### src/hdl/pam_pkg.sv
package pam_pkg;

    localparam int TERMS       = 16;
    localparam int KIND_W      = 3;
    localparam int POWER_W     = 4;
    localparam int COEFF_W     = 16;
    localparam int OUT_POWER_W = 5;
    localparam int OUT_COEFF_W = 36;
    localparam int PROD_W      = 2 * COEFF_W;

    // Partial sums grow by log2(TERMS) bits over the product width; never narrower than the port.
    localparam int ACC_W = (PROD_W + $clog2(TERMS) > OUT_COEFF_W) ?
                           (PROD_W + $clog2(TERMS)) : OUT_COEFF_W;

    // Step counter covers 0 .. 2*TERMS-2.
    localparam int CNT_W = $clog2(2 * TERMS - 1);

    localparam logic signed [ACC_W-1:0] SAT_HI =
        {{(ACC_W - OUT_COEFF_W + 1){1'b0}}, {(OUT_COEFF_W - 1){1'b1}}};
    localparam logic signed [ACC_W-1:0] SAT_LO =
        {{(ACC_W - OUT_COEFF_W + 1){1'b1}}, {(OUT_COEFF_W - 1){1'b0}}};

    typedef enum logic [KIND_W-1:0] {
        KIND_CLEAR_A = 3'd0,
        KIND_CLEAR_B = 3'd1,
        KIND_WRITE_A = 3'd2,
        KIND_WRITE_B = 3'd3,
        KIND_ADD     = 3'd4,
        KIND_MUL     = 3'd5
    } kind_t;

    typedef enum logic [1:0] {
        CELL_HOLD,
        CELL_CLR_SUM,
        CELL_MAC,
        CELL_ADD
    } cell_op_t;

    typedef enum logic {
        ST_IDLE,
        ST_RUN
    } state_t;

    // Broadcast controls shared by every cell of the chain.
    typedef struct packed {
        cell_op_t                   op;
        logic                       clr_a;
        logic                       clr_b;
        logic                       rot_a;
        logic                       rot_b;
        logic signed [COEFF_W-1:0]  x;
        logic signed [COEFF_W-1:0]  wdata;
    } cell_ctl_t;

    function automatic logic signed [OUT_COEFF_W-1:0] sat_coeff(
        input logic signed [ACC_W-1:0] v
    );
        logic signed [OUT_COEFF_W-1:0] r;
        if (v > SAT_HI)
        begin
            r = SAT_HI[OUT_COEFF_W-1:0];
        end
        else if (v < SAT_LO)
        begin
            r = SAT_LO[OUT_COEFF_W-1:0];
        end
        else
        begin
            r = v[OUT_COEFF_W-1:0];
        end
        return r;
    endfunction

endpackage

### src/hdl/pam_cell.sv
module pam_cell (
    input  logic                                     clk,
    input  logic                                     rst_n,
    input  pam_pkg::cell_ctl_t                       ctl,
    input  logic                                     wr_a,
    input  logic                                     wr_b,
    input  logic signed [pam_pkg::COEFF_W-1:0]       a_in,
    input  logic signed [pam_pkg::COEFF_W-1:0]       b_in,
    input  logic signed [pam_pkg::ACC_W-1:0]         psum_in,
    output logic signed [pam_pkg::COEFF_W-1:0]       a_out,
    output logic signed [pam_pkg::COEFF_W-1:0]       b_out,
    output logic signed [pam_pkg::ACC_W-1:0]         psum_out
);

    logic signed [pam_pkg::COEFF_W-1:0] a_reg, a_next;
    logic signed [pam_pkg::COEFF_W-1:0] b_reg, b_next;
    logic signed [pam_pkg::ACC_W-1:0]   psum_reg, psum_next;
    logic signed [pam_pkg::PROD_W-1:0]  prod;

    assign prod = a_reg * ctl.x;

    always_comb
    begin
        a_next = a_reg;
        if (ctl.clr_a)
        begin
            a_next = '0;
        end
        else if (wr_a)
        begin
            a_next = ctl.wdata;
        end
        else if (ctl.rot_a)
        begin
            a_next = a_in;
        end

        b_next = b_reg;
        if (ctl.clr_b)
        begin
            b_next = '0;
        end
        else if (wr_b)
        begin
            b_next = ctl.wdata;
        end
        else if (ctl.rot_b)
        begin
            b_next = b_in;
        end

        case (ctl.op)
            pam_pkg::CELL_CLR_SUM: psum_next = '0;
            pam_pkg::CELL_MAC:     psum_next = psum_in + pam_pkg::ACC_W'(prod);
            pam_pkg::CELL_ADD:     psum_next = pam_pkg::ACC_W'(a_reg) + pam_pkg::ACC_W'(b_reg);
            default:               psum_next = psum_reg;
        endcase
    end

    always_ff @(posedge clk or negedge rst_n)
    begin
        if (!rst_n)
        begin
            a_reg    <= '0;
            b_reg    <= '0;
            psum_reg <= '0;
        end
        else
        begin
            a_reg    <= a_next;
            b_reg    <= b_next;
            psum_reg <= psum_next;
        end
    end

    assign a_out    = a_reg;
    assign b_out    = b_reg;
    assign psum_out = psum_reg;

endmodule

### config.mk
export PLATFORM = sky130hd
export DESIGN_NAME = pam_cell
export DESIGN_NICKNAME = d
export VERILOG_FILES = /design/src/hdl/pam_pkg.sv /design/src/hdl/pam_cell.sv
export SDC_FILE = /design/constraint.sdc
export NUM_CORES = 1
export LEC_CHECK = 0
export BUFFER_PORTS_ARGS = -buffer_cell sky130_fd_sc_hd__buf_2
export CAP_MARGIN = 40
export CORE_ASPECT_RATIO = 0.9
export CORE_UTILIZATION = 50
export CTS_CLUSTER_DIAMETER = 50
export DETAILED_ROUTE_END_ITERATION = 8
export GPL_TIMING_DRIVEN = 0
export PLACE_DENSITY = 0.77
export SETUP_SLACK_MARGIN = 0.02
export SLEW_MARGIN = 25
export SYNTH_ARGS = -nofsm -noshare
export SYNTH_HDL_FRONTEND = slang
export SYNTH_SLANG_ARGS = --single-unit
### constraint.sdc
create_clock -name clk -period 8.8 [get_ports clk]
set_input_delay 0 -clock clk [delete_from_list [all_inputs] [get_ports clk]]
set_output_delay 0 -clock clk [all_outputs]
set_load 0.01 [all_outputs]
==> metrics.cfg, run 1 <==
[outcome]
status=finished clean

[yosys]
yosysWarnings=0
netlist_area_um2=15560
synth_cell_types=63
synth_fa_ha_area_share_pct=50.41
synth.most_common_cell=inv_1
syn_inst=1677
ys_ff_latch=68
synth-edff-count=0
ys.flop_type=dfrtp_1
syn_nets=2225
synth_compound_area_share_pct=9.198
yosysTopAreaCellShare_pct=40.52
yosysTopAreaCell=fa_1
synthTopCellsByCount=inv_1 (390), fa_1 (315), nand2_1 (134)
yosys.area_share.xor_xnor_pct=2.589
muxShareOfSynthArea_pct=3.095
async_flop_share_pct=100.0
synth_area_leaders=fa_1 (41%), dfrtp_1 (11%), ha_1 (9.9%), inv_1 (9.4%), and2_1 (5.1%)
yosysSeqAreaShare_pct=10.93
avgSynthCellArea_um2=9.280
synth-simple-area-share_pct=12.92
synth_top_family_by_area=adder cells

[grt]
grt-ovfl-total=0
gr-usage-all-layers_pct=29.23
grt_pass1_vias=13360
grt_start_max_net_pins=53
grt_pass1_wl_mm=71.51
antenna_found_initial=0

[sta]
finalHoldViolCount=0
min_period_over_period_pct=86.70
min_period_ns=7.630
tightest_slew_ns=0.8824
drv_slew=0
slew_headroom_pct=41.18
setup_tns_ns=0
rsz0062_at_grt=no
skew_ns=0.005290
timing.fmax_mhz=131.1
final-setup-viol-count=0

[final_layout]
nNetsFinal=2431
register_area_um2=1702
area_delta_synth_final_pct=12.26
drive_above_1_share_pct=10.70
n_antenna_cell=0
final_util_pct=57.75
final.fill_count=2602
multi_input_area_um2=12170

[place]
gp_congestion=0.9443
portBuffers=173
dp_hpwl_mm=37.13

[worst_setup_path]
crit_type=flip-flop to flip-flop
path_max_fanout=10
start_kind=flip-flop
arrival_ns=7.85
critPathCaptureType=flip-flop
cp.required_ns=9.02

[route]
drtIter0Drc=944
wl_met3_mm=3.547
drtAntennaViolNets=0
routed_via_density=5.535
drt_first_pass_iters=5
vias=12680
wirelength_mm=44.71
drc=0
m1WireLength_mm=18.08
top_layer=met4
wl_met2_mm=21.32
wl_per_cell_um=19.52

[floorplan]
die-area_um2=31840
core-area_um2=30250
ioPinCount=178
die_h_um=169.4
die_w_um=188.0
start_util_pct=51.44
rows=60

[hold_path]
worst_hold_path_type=primary input to flip-flop

[cts]
cts-root-buf=clkbuf_16
cts.reportedPaths.clkPinSlew_ns=0.06
cts_sinks=68
cts_buffer_depth=2
clkLatencyLatePin_ns=0.33
cts_tree=yes
htreeDepth=3
cts_resized=0
numCtsBuffers=9
postCtsSetupBuffers=0
postCtsHoldBufs=20

[flow_run]
max_cap_viol_count=0

[power]
ir_drop_mv=0.4429
pwr_density_cell_nw_per_um2=373.7
p_leak_nw=9.318

-- final timing paths --
| kind | from | endpoint | slack, ns | depth (start not counted) |
|---|---|---|---|---|
| max | a_out[15] | psum_out[33] | 1.17 | 22 |
| min | wr_a | a_out[13] | 0.04 | 4 |
| max reg2reg | a_out[15] | psum_out[33] | 1.17 | 22 |
| min reg2reg | psum_out[34] | psum_out[34] | 0.49 | 1 |
| max in group asynchronous | rst_n | b_out[8] | 8.14 | 3 |
| min in group asynchronous | rst_n | psum_out[0] | 0.12 | 2 |
-- metrics by stage --
step | cells | hold WS (ns) | setup WS [ns] | cell area (um2) | power, mW
2_1_floorplan | 1677 | -0.2956 | 2.457 | 15560 | 4.715
3_3_place_gp | 2253 | 0.2560 | 1.412 | 16930 | 5.939
3_5_place_dp | 2254 | -0.1140 | 1.348 | 16960 | 6.068
4_1_cts | 2289 | 0.02679 | 1.301 | 17460 | 6.487
5_1_grt | 2290 | 0.05460 | 0.8916 | 17470 | 7.233
6_report | 2290 | 0.04089 | 1.170 | 17470 | 6.528
-- registers in the layout, indices dropped and copies added, names as in the netlist --
register / flops
a_out: 16
psum_out: 36
b_out: 16
-- critical path, stage by stage, from the launching register on --
cell and delay, ns:
dfrtp_1 0.70, clkbuf_1 0.57, nand2_1 0.21, fa_1 0.70, inv_1 0.14, fa_1 0.50
inv_1 0.05, fa_1 0.49, inv_1 0.05, fa_1 0.49, fa_1 0.49, inv_1 0.05
fa_1 0.47, inv_1 0.04, ha_1 0.40, nand4_1 0.16, or3_1 0.41, o31ai_2 0.44
o32ai_1 0.27, o211ai_1 0.28, a21oi_1 0.10, a41o_1 0.23, a211o_1 0.26
-- power by group --
group,total (mW),switching [mW],internal (mW)
clock network,0.360,0.135,0.225
logic,5.69,3.30,2.39
registers,0.483,0.0826,0.400
total,6.53,3.52,3.01
-- cell families after synthesis --
kind of cell,Yosys count
buf+inv,449
fa+ha+maj,438
simple gates,416
compound gates,212
flops,68
mux,48
xor+xnor,46
-- placed cells by master, fill, tap and decap left out, types with 3 or more instances in the layout --
master | synthesis | layout
a21o_1 | 21 | 21
or3_1 | 5 | 5
nor4_1 | 4 | 4
o22ai_1 | 11 | 11
nor2_1 | 106 | 106
nor3_1 | 8 | 8
nand3_1 | 5 | 5
ha_1 | 123 | 123
a31oi_1 | 3 | 3
fa_1 | 315 | 315
a41o_1 | 3 | 3
mux2i_1 | 47 | 47
and2_1 | 126 | 126
a221o_1 | 9 | 9
inv_1 | 390 | 390
clkbuf_1 | 53 | 54
a211o_1 | 3 | 3
a21boi_0 | 3 | 3
dlygate4sd3_1 | 0 | 20
o21ai_1 | 8 | 8
clkbuf_16 | 0 | 9
nand4_1 | 3 | 3
a211oi_1 | 9 | 9
xor2_1 | 12 | 12
a21oi_1 | 72 | 72
o21a_1 | 6 | 6
nand3b_1 | 3 | 3
dfrtp_1 | 68 | 68
o21ai_0 | 26 | 26
o31ai_1 | 5 | 5
o21bai_1 | 6 | 6
o211ai_1 | 4 | 4
nand2b_1 | 7 | 7
xnor2_1 | 34 | 34
buf_1 | 5 | 5
buf_2 | 0 | 172
nor2b_1 | 4 | 4
nand2_1 | 134 | 134
-- per-layer routing --
layer  up-vias  global-route usage, %
li1       5562                      -
met1      6435                  39.62
met2       578                  48.08
met3       100                  4.115
met4         0                  10.53
met5         -                      0
-- cell type report --
type / instances / share of cell area, %
multi-input combinational: 1160 / 69.67
buffer: 59 / 1.289
clock buffer: 11 / 1.389
tap: 403 / 2.886
clock inverter: 4 / 0.2865
timing repair buffer: 195 / 6.360
inverter: 390 / 8.379
sequential: 68 / 9.740
Note: power is estimated with default switching activity, not from simulation.
==> run 2, diff against run 1 <==
--- a/config.mk
+++ b/config.mk
@@ -5,6 +5,7 @@
 export SDC_FILE = /design/constraint.sdc
 export NUM_CORES = 1
 export LEC_CHECK = 0
+export ABC_AREA = 1
 export BUFFER_PORTS_ARGS = -buffer_cell sky130_fd_sc_hd__buf_2
 export CAP_MARGIN = 40
 export CORE_ASPECT_RATIO = 0.9
==> metrics.cfg, run 2 <==
[final_layout]
mostFrequentLayoutCell=inv_1
final_cell_mix=inv_1 (612), nand2_1 (551), fa_1 (315)
register_area_um2=1702
area_delta_synth_final_pct=12.66
drive_above_1_share_pct=8.150
nNetsFinal=2998
multi_input_area_um2=12270
largest_reg_flops=36
final.fill_count=2996

[worst_setup_path]
cp.required_ns=9.03
reg2reg_depth=24
crit_type=flip-flop to flip-flop
arrival_ns=7.09
critPathCaptureType=flip-flop
start_kind=flip-flop
path_max_fanout=10

[cts]
htreeDepth=3
postCtsSetupBuffers=0
cts_sinks=68
cts_buffer_depth=2
cts-root-buf=clkbuf_16
numCtsBuffers=9
cts_resized=0
postCtsHoldBufs=46
cts.reportedPaths.clkPinSlew_ns=0.06
cts_tree=yes
clkLatencyLatePin_ns=0.35

[yosys]
syn_inst=2230
avgSynthCellArea_um2=7.457
synth_cell_types=37
netlist_area_um2=16630
yosysTopAreaCell=fa_1
synth_area_leaders=fa_1 (38%), inv_1 (14%), nand2_1 (12%), dfrtp_1 (10%), ha_1 (9.3%)
ys.flop_type=dfrtp_1
syn_nets=2778
async_flop_share_pct=100.0
ys_ff_latch=68
yosysTopAreaCellShare_pct=37.92
yosysWarnings=0
synthTopCellsByCount=inv_1 (612), nand2_1 (551), fa_1 (315)
yosysSeqAreaShare_pct=10.23
synth.most_common_cell=inv_1
synth-edff-count=0

[grt]
grt_util_met3_pct=5.018
grt_pass1_vias=15660
grt-ovfl-total=0
grtUsageMet2_pct=51.75
grt_start_max_net_pins=43
grt_util_met1_pct=42.37
grt_pass1_wl_mm=82.78
gr-usage-all-layers_pct=31.31
busiest_layer=met2
antenna_found_initial=1

[sta]
min_period_over_period_pct=77.99
slew_headroom_pct=49.05
skew_ns=0.01066
final-setup-viol-count=0
min_period_ns=6.863
drv_slew=0
tightest_slew_ns=0.7643
setup_tns_ns=0
finalHoldViolCount=0
rsz0062_at_grt=no
timing.fmax_mhz=145.7

[route]
drc=0
wl_per_cell_um=17.55
vias=14990
routed_via_density=5.220
wirelength_mm=50.40
drt_first_pass_iters=6
drtIter0Drc=1405
drtAntennaViolNets=0

[floorplan]
die-area_um2=33990
rows=62
core-area_um2=32350
die_h_um=175.0
ioPinCount=178
start_util_pct=51.40
die_w_um=194.2

[flow_run]
max_cap_viol_count=0

[place]
portBuffers=160
gp_congestion=0.9815
dp_hpwl_mm=43.00

[outcome]
status=finished clean

[hold_path]
worst_hold_path_type=primary input to flip-flop
hold_depth=3

run 2: per-stage QoR:
stage / hold WS, ns / instances / util (%) / area (um2) / setup WS, ns
after global placement: 0.2979 / 2806 / 55.49 / 17950 / 2.058
final: 0.002981 / 2872 / 57.91 / 18730 / 1.937
after global routing: 0.01606 / 2870 / 57.89 / 18730 / 1.518
after detailed placement: -0.05669 / 2808 / 55.60 / 17990 / 2.054
after CTS: 0.0002026 / 2869 / 57.86 / 18720 / 2.005
after floorplan: -0.2956 / 2230 / - / 16630 / 3.119
run 2: cell type report:
cell class | count | share of cell area [%]
buffer | 85 | 1.790
timing repair buffer | 209 | 6.986
antenna | 2 | 0.02672
tap | 416 | 2.779
sequential | 68 | 9.084
clock inverter | 2 | 0.05343
inverter | 618 | 12.38
multi-input combinational | 1459 | 65.51
clock buffer | 13 | 1.389
run 2: layer usage:
metal | wire length, um | vias to the layer above
met1 | 20750 | 7240
met3 | 4424 | 104
met5 | 0 | -
met2 | 23630 | 698
met4 | 1596 | 0
li1 | - | 6949
run 2: cells by family (layout without fill, tap and decap cells):
logic type	count (synthesis)	count (layout)	synth area share (%)
buffers and inverters	703	927	15.97
flip-flops	68	68	10.23
other	0	2	0
AO/OA/AOI/OAI	149	149	5.154
XOR/XNOR	2	2	0.1054
adder cells (fa/ha/maj)	438	438	47.18
AND/OR/NAND/NOR	870	870	21.36
run 2: final timing paths:
path	startpoint	end	slack, ns
min in group asynchronous	rst_n	a_out[3]	0.14
hold reg to reg	psum_out[22]	psum_out[22]	0.49
hold / removal	ctl[3]	a_out[3]	0.003
max in group asynchronous	rst_n	psum_out[27]	8.08
setup / recovery	a_out[14]	psum_out[33]	1.94
setup reg to reg	a_out[14]	psum_out[33]	1.94
run 2: worst max-delay path, cell delays in order, from the launching register on:
cell and delay (ns):
dfrtp_1 0.42, clkbuf_1 0.59, clkbuf_1 0.65, nand2_1 0.18
fa_1 0.54, fa_1 0.52, fa_1 0.52, inv_1 0.05
fa_1 0.46, fa_1 0.52, inv_1 0.05, fa_1 0.47
inv_1 0.04, ha_1 0.48, nand2_1 0.14, nor2_2 0.20
inv_1 0.09, nor3_2 0.13, nand2_1 0.07, nand2_1 0.13
nand3_1 0.14, nand2_1 0.11, nand2_1 0.05, nand3_1 0.11
nand2_1 0.07
Power of run 2 is left out: the tool's default activity adds up to more than one toggle a clock period on the data nets, which glitch-free logic cannot reach.
